$ cat config.mk
export PLATFORM = sky130hd
export DESIGN_NAME = command_line_tokenizer
export DESIGN_NICKNAME = d
export VERILOG_FILES = /design/src/sv/cmdtok_pkg.sv /design/src/sv/command_line_tokenizer.sv /design/src/sv/cmdtok_kw_match.sv /design/src/sv/cmdtok_lexer.sv
export SDC_FILE = /design/constraint.sdc
export NUM_CORES = 1
export LEC_CHECK = 0
export ABC_AREA = 1
export BUFFER_PORTS_ARGS = -buffer_cell sky130_fd_sc_hd__buf_2
export CAP_MARGIN = 20
export CORE_MARGIN = 8
export CORE_UTILIZATION = 35
export CTS_CLUSTER_DIAMETER = 120
export DETAILED_ROUTE_END_ITERATION = 7
export SETUP_SLACK_MARGIN = 0.3
export SYNTH_ARGS = -nofsm -noshare
export SYNTH_HDL_FRONTEND = slang
export SYNTH_SLANG_ARGS = --single-unit
$ cat constraint.sdc
create_clock -name i_clk -period 7.6 [get_ports i_clk]
set_input_delay 1.52 -clock i_clk [delete_from_list [all_inputs] [get_ports i_clk]]
set_output_delay 1.52 -clock i_clk [all_outputs]
set_load 0.1 [all_outputs]
$ cat src/sv/cmdtok_pkg.sv
// Shared types, constants and helper functions for the command line tokenizer.
// Holds the keyword table, character codes and the item and result structures.
// Used by every module of the block; depends on nothing else.
package cmdtok_pkg;

    // Keyword table geometry and fixed field widths.
    localparam int KW_ROWS    = 10;
    localparam int KW_CHARS   = 10;
    localparam int CAND_W     = 10;
    localparam int TOKEN_W    = 32;
    localparam int OUT_TOKENS = 4;

    localparam logic [3:0] CHAR_INDEX_MAX = 4'd15;

    // Keyword text, right-justified: the first character sits in the highest used byte.
    localparam logic [KW_CHARS*8-1:0] KW_TEXT [KW_ROWS] = '{
        "break", "card", "reset", "initialize", "blocks",
        "record", "list", "log", "replay", "test"
    };
    localparam logic [3:0] KW_LEN [KW_ROWS] = '{
        4'd5, 4'd4, 4'd5, 4'd10, 4'd6, 4'd6, 4'd4, 4'd3, 4'd6, 4'd4
    };

    // Identifier event codes.
    localparam logic [1:0] EV_NONE      = 2'd0;
    localparam logic [1:0] EV_UNKNOWN   = 2'd1;
    localparam logic [1:0] EV_AMBIGUOUS = 2'd2;

    // Statement completion codes.
    localparam logic [1:0] DONE_NONE    = 2'd0;
    localparam logic [1:0] DONE_READY   = 2'd1;
    localparam logic [1:0] DONE_DISCARD = 2'd2;

    // Character codes with a meaning of their own.
    localparam logic [7:0] CH_TAB        = 8'h09;
    localparam logic [7:0] CH_LF         = 8'h0A;
    localparam logic [7:0] CH_CR         = 8'h0D;
    localparam logic [7:0] CH_SPACE      = 8'h20;
    localparam logic [7:0] CH_COMMA      = 8'h2C;
    localparam logic [7:0] CH_ZERO       = 8'h30;
    localparam logic [7:0] CH_NINE       = 8'h39;
    localparam logic [7:0] CH_UPPER_A    = 8'h41;
    localparam logic [7:0] CH_UPPER_Z    = 8'h5A;
    localparam logic [7:0] CH_UNDERSCORE = 8'h5F;
    localparam logic [7:0] CH_LOWER_A    = 8'h61;
    localparam logic [7:0] CH_LOWER_Z    = 8'h7A;

    // One input word.
    typedef struct packed {
        logic       cmd;
        logic [7:0] data_byte;
        logic       starts_packet;
    } t_item;

    // One result word.
    typedef struct packed {
        logic [1:0]                           ident_event;
        logic [CAND_W-1:0]                    candidates;
        logic                                 bad_char;
        logic [1:0]                           stmt_done;
        logic [2:0]                           token_count;
        logic [OUT_TOKENS-1:0][TOKEN_W-1:0]   tokens;
    } t_result;

    function automatic logic is_letter(input logic [7:0] c);
        return (c >= CH_LOWER_A && c <= CH_LOWER_Z) || (c >= CH_UPPER_A && c <= CH_UPPER_Z);
    endfunction

    function automatic logic is_digit(input logic [7:0] c);
        return c >= CH_ZERO && c <= CH_NINE;
    endfunction

    // Character at position pos of a keyword of length len.
    function automatic logic [7:0] kw_byte(input logic [KW_CHARS*8-1:0] text,
                                           input logic [3:0] len,
                                           input logic [3:0] pos);
        logic [7:0] b;
        logic [3:0] slot;
        b    = '0;
        slot = len - 4'd1 - pos;
        for (int j = 0; j < KW_CHARS; j++) begin
            if (slot == 4'(j)) begin
                b = text[j*8 +: 8];
            end
        end
        return b;
    endfunction

endpackage

$ cat src/sv/command_line_tokenizer.sv
// Top level of the command line tokenizer: input and output word registers
// around the lexer. Depends on cmdtok_pkg and cmdtok_lexer.
//
// The tokenizer takes one console word per clock cycle unless the result side
// stalls. When a word ends a statement, reports an identifier problem or hits a
// bad character, the block offers one result word once the word has passed the
// input register, the lexer step and the result register, or later while the
// result register is still held. The rate rests on the lexer step, which updates
// all state (keyword mismatch mask, decimal accumulator, token store) between the
// input register and the result register. The input register takes a new word
// when it is empty or when its word moves on, and a word moves on only when the
// result register is free or being read. So while a result waits at the output
// one more word can be taken, and then the input stalls until the result is read.
// Words that produce no result simply advance the state and leave nothing behind.
module command_line_tokenizer #(
    parameter int MAX_TOKENS   = 4,
    parameter int NUM_KEYWORDS = 10
) (
    input  logic        i_clk,
    input  logic        i_rst_n,
    input  logic        i_in_valid,
    output logic        o_in_ready,
    input  logic        i_cmd,
    input  logic [7:0]  i_data_byte,
    input  logic        i_starts_packet,
    output logic        o_out_valid,
    input  logic        i_out_ready,
    output logic [1:0]  o_ident_event,
    output logic [9:0]  o_candidates,
    output logic        o_bad_char,
    output logic [1:0]  o_stmt_done,
    output logic [2:0]  o_token_count,
    output logic [31:0] o_token_first,
    output logic [31:0] o_token_second,
    output logic [31:0] o_token_third,
    output logic [31:0] o_token_fourth
);

    logic                 r_in_valid;
    cmdtok_pkg::t_item    r_in_item;
    logic                 r_out_valid;
    cmdtok_pkg::t_result  r_out;
    logic                 step;
    logic                 has_result;
    cmdtok_pkg::t_result  result;

    // A held word is processed once the result register can take its result.
    assign step       = r_in_valid && (!r_out_valid || i_out_ready);
    assign o_in_ready = !r_in_valid || step;

    // Input word register.
    always_ff @(posedge i_clk) begin
        if (!i_rst_n) begin
            r_in_valid <= 1'b0;
        end else if (o_in_ready) begin
            r_in_valid <= i_in_valid;
        end
    end

    always_ff @(posedge i_clk) begin
        if (o_in_ready && i_in_valid) begin
            r_in_item.cmd           <= i_cmd;
            r_in_item.data_byte     <= i_data_byte;
            r_in_item.starts_packet <= i_starts_packet;
        end
    end

    cmdtok_lexer #(
        .MAX_TOKENS   (MAX_TOKENS),
        .NUM_KEYWORDS (NUM_KEYWORDS)
    ) u_lexer (
        .i_clk        (i_clk),
        .i_rst_n      (i_rst_n),
        .i_step       (step),
        .i_item       (r_in_item),
        .o_has_result (has_result),
        .o_result     (result)
    );

    // Result word register.
    always_ff @(posedge i_clk) begin
        if (!i_rst_n) begin
            r_out_valid <= 1'b0;
        end else if (step) begin
            r_out_valid <= has_result;
        end else if (i_out_ready) begin
            r_out_valid <= 1'b0;
        end
    end

    always_ff @(posedge i_clk) begin
        if (step && has_result) begin
            r_out <= result;
        end
    end

    assign o_out_valid    = r_out_valid;
    assign o_ident_event  = r_out.ident_event;
    assign o_candidates   = r_out.candidates;
    assign o_bad_char     = r_out.bad_char;
    assign o_stmt_done    = r_out.stmt_done;
    assign o_token_count  = r_out.token_count;
    assign o_token_first  = r_out.tokens[0];
    assign o_token_second = r_out.tokens[1];
    assign o_token_third  = r_out.tokens[2];
    assign o_token_fourth = r_out.tokens[3];

endmodule

$ cat src/sv/cmdtok_kw_match.sv
// Keyword matcher: compares one character against all keywords in parallel and
// resolves a finished identifier into a keyword index or an error event.
// Depends on cmdtok_pkg for the keyword table and event codes.
module cmdtok_kw_match #(
    parameter int NUM_KEYWORDS = 10
) (
    input  logic [NUM_KEYWORDS-1:0]        i_mask_in,
    input  logic [3:0]                     i_char_index,
    input  logic [7:0]                     i_char,
    output logic [NUM_KEYWORDS-1:0]        o_mask_next,
    input  logic [NUM_KEYWORDS-1:0]        i_mask,
    output logic [1:0]                     o_ident_event,
    output logic [cmdtok_pkg::CAND_W-1:0]  o_candidates,
    output logic [cmdtok_pkg::TOKEN_W-1:0] o_kw_index
);

    localparam int IDX_W = (NUM_KEYWORDS > 1) ? $clog2(NUM_KEYWORDS) : 1;

    logic [NUM_KEYWORDS-1:0]       hit;
    logic [NUM_KEYWORDS-1:0]       live;
    logic [cmdtok_pkg::CAND_W-1:0] cand_all;
    logic [IDX_W-1:0]              idx;

    // A keyword survives a character only if it is long enough and the character agrees.
    for (genvar k = 0; k < NUM_KEYWORDS; k++) begin : g_kw
        if (k < cmdtok_pkg::KW_ROWS) begin : g_row
            assign hit[k] = (i_char_index < cmdtok_pkg::KW_LEN[k]) &&
                            (i_char == cmdtok_pkg::kw_byte(cmdtok_pkg::KW_TEXT[k],
                                                           cmdtok_pkg::KW_LEN[k],
                                                           i_char_index));
        end else begin : g_none
            assign hit[k] = 1'b0;
        end
    end

    assign o_mask_next = i_mask_in | ~hit;

    // Keywords still in the running when the identifier ends.
    assign live = ~i_mask;

    for (genvar b = 0; b < cmdtok_pkg::CAND_W; b++) begin : g_cand
        if (b < NUM_KEYWORDS) begin : g_live
            assign cand_all[b] = live[b];
        end else begin : g_zero
            assign cand_all[b] = 1'b0;
        end
    end

    // Encode the single surviving keyword; only meaningful when exactly one bit is set.
    always_comb begin
        idx = '0;
        for (int b = 0; b < NUM_KEYWORDS; b++) begin
            if (live[b]) begin
                idx = idx | IDX_W'(b);
            end
        end
    end

    always_comb begin
        o_ident_event = cmdtok_pkg::EV_NONE;
        o_candidates  = '0;
        if (live == '0) begin
            o_ident_event = cmdtok_pkg::EV_UNKNOWN;
        end else if ((live & (live - 1'b1)) != '0) begin
            o_ident_event = cmdtok_pkg::EV_AMBIGUOUS;
            o_candidates  = cand_all;
        end
    end

    assign o_kw_index = cmdtok_pkg::TOKEN_W'(idx);

endmodule

$ cat src/sv/cmdtok_lexer.sv
// Lexer state and single-step update: takes one word, updates the tokenizer
// state and forms the result word that the step causes, if any.
// Depends on cmdtok_pkg and cmdtok_kw_match.
module cmdtok_lexer #(
    parameter int MAX_TOKENS   = 4,
    parameter int NUM_KEYWORDS = 10
) (
    input  logic                  i_clk,
    input  logic                  i_rst_n,
    input  logic                  i_step,
    input  cmdtok_pkg::t_item     i_item,
    output logic                  o_has_result,
    output cmdtok_pkg::t_result   o_result
);

    localparam int TALLY_W = $clog2(MAX_TOKENS + 1);
    localparam int TIDX_W  = (MAX_TOKENS > 1) ? $clog2(MAX_TOKENS) : 1;
    localparam int TW      = cmdtok_pkg::TOKEN_W;

    // Lexer modes.
    localparam logic [1:0] MODE_NONE  = 2'd0;
    localparam logic [1:0] MODE_IDENT = 2'd1;
    localparam logic [1:0] MODE_INT   = 2'd2;

    // Console phases.
    localparam logic [1:0] PH_PRIMING = 2'd0;
    localparam logic [1:0] PH_PRIMED  = 2'd1;
    localparam logic [1:0] PH_FIRED   = 2'd2;
    localparam logic [1:0] PH_ERROR   = 2'd3;

    logic [1:0]              r_mode,  n_mode;
    logic [1:0]              r_phase, n_phase;
    logic [NUM_KEYWORDS-1:0] r_mask,  n_mask;
    logic [TW-1:0]           r_acc,   n_acc;
    logic [3:0]              r_ci,    n_ci;
    logic [TW-1:0]           r_tokens [MAX_TOKENS];
    logic [TW-1:0]           n_tokens [MAX_TOKENS];
    logic [TALLY_W-1:0]      r_tally, n_tally;
    logic                    r_skip,  n_skip;

    logic [NUM_KEYWORDS-1:0]       mask_in;
    logic [NUM_KEYWORDS-1:0]       mask_next;
    logic [3:0]                    ci_in;
    logic [3:0]                    ci_next;
    logic [1:0]                    kw_event;
    logic [cmdtok_pkg::CAND_W-1:0] kw_cand;
    logic [TW-1:0]                 kw_index;

    logic [7:0]                    c;
    logic                          between;
    logic                          push_en;
    logic [TW-1:0]                 push_val;
    logic [1:0]                    ev;
    logic [cmdtok_pkg::CAND_W-1:0] cand;
    logic                          bad;
    logic [1:0]                    done;

    assign c = i_item.data_byte;

    // The matcher continues an identifier or starts a fresh one from an empty mask.
    assign mask_in = (r_mode == MODE_IDENT) ? r_mask : '0;
    assign ci_in   = (r_mode == MODE_IDENT) ? r_ci : 4'd0;
    assign ci_next = (ci_in < cmdtok_pkg::CHAR_INDEX_MAX) ? ci_in + 4'd1 : ci_in;

    cmdtok_kw_match #(
        .NUM_KEYWORDS (NUM_KEYWORDS)
    ) u_kw_match (
        .i_mask_in     (mask_in),
        .i_char_index  (ci_in),
        .i_char        (c),
        .o_mask_next   (mask_next),
        .i_mask        (r_mask),
        .o_ident_event (kw_event),
        .o_candidates  (kw_cand),
        .o_kw_index    (kw_index)
    );

    // Next state for one accepted word.
    always_comb begin
        n_mode   = r_mode;
        n_phase  = r_phase;
        n_mask   = r_mask;
        n_acc    = r_acc;
        n_ci     = r_ci;
        n_tokens = r_tokens;
        n_tally  = r_tally;
        n_skip   = r_skip;
        between  = 1'b0;
        push_en  = 1'b0;
        push_val = '0;
        ev       = cmdtok_pkg::EV_NONE;
        cand     = '0;
        bad      = 1'b0;
        done     = cmdtok_pkg::DONE_NONE;

        if (i_step) begin
            if (i_item.cmd) begin
                // The waiting statement has been executed.
                if (r_phase == PH_PRIMED) begin
                    n_phase = PH_FIRED;
                end
            end else begin
                // A new packet is ignored while primed, releases an executed statement, and is otherwise lexed.
                if (i_item.starts_packet) begin
                    n_skip = 1'b0;
                    if (r_phase == PH_PRIMED) begin
                        n_skip = 1'b1;
                    end else if (r_phase == PH_FIRED) begin
                        for (int t = 0; t < MAX_TOKENS; t++) begin
                            n_tokens[t] = '0;
                        end
                        n_tally = '0;
                        n_phase = PH_PRIMING;
                    end
                end

                if (!n_skip) begin
                    between = 1'b1;
                    case (r_mode)
                        MODE_IDENT: begin
                            if (cmdtok_pkg::is_letter(c) || cmdtok_pkg::is_digit(c) ||
                                c == cmdtok_pkg::CH_UNDERSCORE) begin
                                n_mask  = mask_next;
                                n_ci    = ci_next;
                                between = 1'b0;
                            end else begin
                                ev      = kw_event;
                                cand    = kw_cand;
                                push_en = 1'b1;
                                if (kw_event == cmdtok_pkg::EV_NONE) begin
                                    push_val = kw_index;
                                end else begin
                                    n_phase = PH_ERROR;
                                end
                                n_mode = MODE_NONE;
                                n_mask = '0;
                                n_ci   = 4'd0;
                            end
                        end
                        MODE_INT: begin
                            if (cmdtok_pkg::is_digit(c)) begin
                                // acc * 10 + digit, wrapping at 32 bits.
                                n_acc   = {r_acc[TW-4:0], 3'b000} + {r_acc[TW-2:0], 1'b0} +
                                          TW'(c[3:0]);
                                between = 1'b0;
                            end else begin
                                push_en  = 1'b1;
                                push_val = r_acc;
                                n_acc    = '0;
                                n_mode   = MODE_NONE;
                            end
                        end
                        default: begin
                        end
                    endcase

                    // The byte as seen between tokens, also the byte that ended a token.
                    if (between) begin
                        if (c == cmdtok_pkg::CH_SPACE || c == cmdtok_pkg::CH_TAB) begin
                            n_mode = n_mode;
                        end else if (cmdtok_pkg::is_letter(c) ||
                                     c == cmdtok_pkg::CH_UNDERSCORE) begin
                            n_mode = MODE_IDENT;
                            n_mask = mask_next;
                            n_ci   = ci_next;
                        end else if (cmdtok_pkg::is_digit(c)) begin
                            n_mode = MODE_INT;
                            n_acc  = TW'(c[3:0]);
                        end else if (c == cmdtok_pkg::CH_CR || c == cmdtok_pkg::CH_LF ||
                                     c == cmdtok_pkg::CH_COMMA) begin
                            if (n_phase == PH_ERROR) begin
                                n_phase = PH_FIRED;
                                done    = cmdtok_pkg::DONE_DISCARD;
                            end else begin
                                n_phase = PH_PRIMED;
                                done    = cmdtok_pkg::DONE_READY;
                            end
                        end else begin
                            bad    = 1'b1;
                            n_skip = 1'b1;
                        end
                    end

                    // Store the finished token while there is room; later ones are dropped.
                    if (push_en && (32'(n_tally) < 32'(MAX_TOKENS))) begin
                        n_tokens[n_tally[TIDX_W-1:0]] = push_val;
                        n_tally = n_tally + 1'b1;
                    end
                end
            end
        end
    end

    // Result word for this step.
    always_comb begin
        o_has_result = (ev != cmdtok_pkg::EV_NONE) || bad || (done != cmdtok_pkg::DONE_NONE);
        o_result.ident_event = ev;
        o_result.candidates  = cand;
        o_result.bad_char    = bad;
        o_result.stmt_done   = done;
        o_result.token_count = (32'(n_tally) > 32'd7) ? 3'd7 : 3'(n_tally);
        for (int i = 0; i < cmdtok_pkg::OUT_TOKENS; i++) begin
            o_result.tokens[i] = '0;
            if (i < MAX_TOKENS && 32'(i) < 32'(n_tally)) begin
                o_result.tokens[i] = n_tokens[i];
            end
        end
    end

    // State registers.
    always_ff @(posedge i_clk) begin
        if (!i_rst_n) begin
            r_mode  <= MODE_NONE;
            r_phase <= PH_PRIMING;
            r_mask  <= '0;
            r_acc   <= '0;
            r_ci    <= 4'd0;
            r_tally <= '0;
            r_skip  <= 1'b0;
        end else begin
            r_mode  <= n_mode;
            r_phase <= n_phase;
            r_mask  <= n_mask;
            r_acc   <= n_acc;
            r_ci    <= n_ci;
            r_tally <= n_tally;
            r_skip  <= n_skip;
        end
    end

    // Token store; entries above the tally are never shown.
    always_ff @(posedge i_clk) begin
        r_tokens <= n_tokens;
    end

endmodule

==> results.txt <==
RSZ-0062 raised after global routing: no
std cell rows: 84
Post-CTS Setup Bufs: 0
Syn Nets: 2476
TritonCTS Buffers: 38
routed vias/inst: 5.313
root cell of the clock tree: clkbuf_16
Post-DRT Antenna Nets: 0
Hold WC Path Type: flip-flop to flip-flop
maxcap violations: 0
Die Y: 246.3 µm
Reg2Reg Setup Slack: 3520 ps
synth cell count leaders: 442 x nand2_1, 266 x inv_1, 266 x nor2_1, 263 x nand3_1, 190 x o21ai_0
core area: 52550 µm²
initial detailed-routing violation count: 1508
layout overhead on the synthesized area: 14.03%
pre-CTS setup slack: 3049 ps
hold_buf cts: 0
H-tree Lvls: 2
total gr overflow: 0
hpwl dp: 38970 µm
critical path arrival: 4410 ps
chip width: 246.3 µm
# DRC: 0
share of the yosys chip area belonging to registers: 45.08%
ant diodes: 0
Worst Setup Slack, final: 3517 ps
Hold EP: u_lexer.r_ci[1]
aggregate negative setup slack: 0 ps
fin. max-slew vios: 0
clk buf depth: 3
max_slew headroom: 28.35%
clock-pin slew on the worst setup and hold paths: 60 ps
Setup Skew: 28.50 ps
Reg2Reg Depth: 10
maximum VDD drop: 0.1248 mV
CTS resizes: 0
Post-Route WL: 55090 µm
share of cells above drive strength 1: 11.42%
largest net degree at the start of global routing: 133
synthesized area per cell: 7.790 µm²
CP Buf/Inv Count: 2
Achievable Freq: 0.2449 GHz
worst path cell trace: nand2_1 -> nand2_1 -> nor2_4 -> inv_2 -> nand2_4 -> nand2_4 -> nand3_4 -> o21ai_4 -> inv_2 -> a21oi_1
Initial Util: 35.33%
startpoint class of the critical path: flip-flop
iteration count of the initial detailed-routing pass: 5
Mapped Cells: 2383
via count: 17007
Required @ worst endpoint: 7930 ps
final hold violations: 0
leak pwr: 0.009414 µW
vias in the first global route: 15911
Yosys reg bits: 340
first-pass GRT wire length: 87220 µm
EDFF count, synth: 156
GRT Overall Usage: 17.57%
Worst path max stage delay: 870 ps
per-cell routed wire length: 17.21 µm
FFs w/ async S/R, synth: 0%
Max Fanout on Critical Path: 61
hold path depth: 2
synth top area cells: edfxtp_1 25%, dfxtp_1 20%, nand2_1 8.9%
status: finished clean
initial antenna violation count: 0
Nets: 2577
Post-Syn Area: 18560 µm²
post-layout min period: 4083 ps
ys flop type: dfxtp_1
reg2reg start: r_in_item[4]
CP delay by family, top: simple AND/OR/NAND/NOR gates
part of the cycle the worst path needs: 53.72%
Synth top area share: 25.23%
worst r2r dst: o_token_fourth[3]
Cell variety after synth: 47
Setup-failing EPs final: 0
crit end category: flip-flop
CTS tree: yes
worst skew pair latency: 550 ps
count leader, synth: nand2_1
Hold Startpoint: u_lexer.r_ci[1]
die area: 60670 µm²
port bufs: 161
CTS sink cnt: 340
pwr/cell area: 218.5 nW/µm²
CP max stage cell: edfxtp_1
Ports: 162
largest area contributor in the netlist: edfxtp_1
GPL Wtd Cong: 0.8953
crit path kind: flip-flop to flip-flop
Synth Warn #: 0
slew of the pin with the lowest slew margin: 1074 ps
[sequential cells by signal (all words and copies together), names as in the netlist]
name              cells
o_bad_char            1
o_candidates         10
o_ident_event         2
o_out_valid           1
o_stmt_done           2
o_token_count         3
o_token_first        32
o_token_fourth       32
o_token_second       32
o_token_third        32
r_in_item            10
r_in_valid            1
u_lexer.r_acc        32
u_lexer.r_ci          4
u_lexer.r_mask       10
u_lexer.r_mode        2
u_lexer.r_phase       2
u_lexer.r_skip        1
u_lexer.r_tally       3
u_lexer.r_tokens    128
[cells in the final DEF (no fill, tap or decap), drive strengths merged, types with 2 or more instances in the layout]
cell type	n
nand2	447
inv	279
nor2	272
nand3	271
o21ai	197
dfxtp	184
buf	177
edfxtp	156
a21oi	118
o211ai	112
ha	77
clkbuf	58
nand4	28
a31oi	25
nor3	22
or2	15
clkinv	14
xor2	13
o21a	7
xnor2	7
o21bai	6
o22ai	5
nand3b	5
nor4	4
a21o	4
a22oi	3
a211oi	3
fa	2
[power breakdown]
part / switching (µW) / internal [µW]
clock: 734 / 1090
sequential: 100 / 2090
combinational: 425 / 182
total: 1260 / 3370
[tightest hold or removal path, delay by kind of cell (launching register included)]
| family | cells | cell delay, ps |
|---|---|---|
| compound gates | 1 | 60 |
| simple gates | 1 | 60 |
| flops | 1 | 310 |
[metrics by stage]
stage | area (µm²) | instances | hold slack, ps | total power, µW | util [%]
6_report | 21170 | 3201 | 474.2 | 4626 | 40.28
3_3_place_gp | 19860 | 3130 | 456.6 | 2796 | 37.79
3_5_place_dp | 19860 | 3130 | 464.1 | 2828 | 37.79
2_1_floorplan | 18560 | 2383 | 444.7 | 2695 | -
4_1_cts | 21110 | 3199 | 475.0 | 4657 | 40.18
5_1_grt | 21170 | 3201 | 499.6 | 4835 | 40.28
[cells by family (layout without fill, tap and decap cells)]
family / after synthesis / count (layout) / synth area share (%)
simple gates: 1064 / 1064 / 24.80
compound gates: 482 / 482 / 15.24
buf+inv: 398 / 528 / 8.499
flops: 340 / 340 / 45.08
fa+ha+maj: 79 / 79 / 5.405
xor+xnor: 20 / 20 / 0.9841
[cell type report]
type | count | area (µm²)
Tap cell | 688 | 860.8
Timing Repair Buffer | 177 | 978.4
Fill cell | 5348 | 31380
Clock buffer | 58 | 1202
Inverter | 282 | 1059
Clock inverter | 11 | 55.05
Multi-Input combinational cell | 1645 | 8646
Sequential cell | 340 | 8368
[routing by layer]
layer	share of wire [%]	GRT usage, %	up-vias
met3	6.9	2.491	103
li1	-	-	8293
met4	2.7	5.888	0
met2	45	27.45	545
met5	0	0	-
met1	46	24.73	8066
[how the worst max path moves through the flow]
stage	slack (ps)	end	start	cells after the start
CTS	3560	o_token_fourth[3]	r_in_item[4]	10
detailed placement	3050	o_token_first[22]	i_out_ready	11
finish	3520	o_token_fourth[3]	r_in_item[4]	10
floorplan	390	o_bad_char	i_out_ready	9
global route	3280	u_lexer.r_mask[5]	u_lexer.r_mode[1]	16
global placement	3060	o_token_fourth[25]	i_out_ready	11
Power figures use the tool's default switching activity.
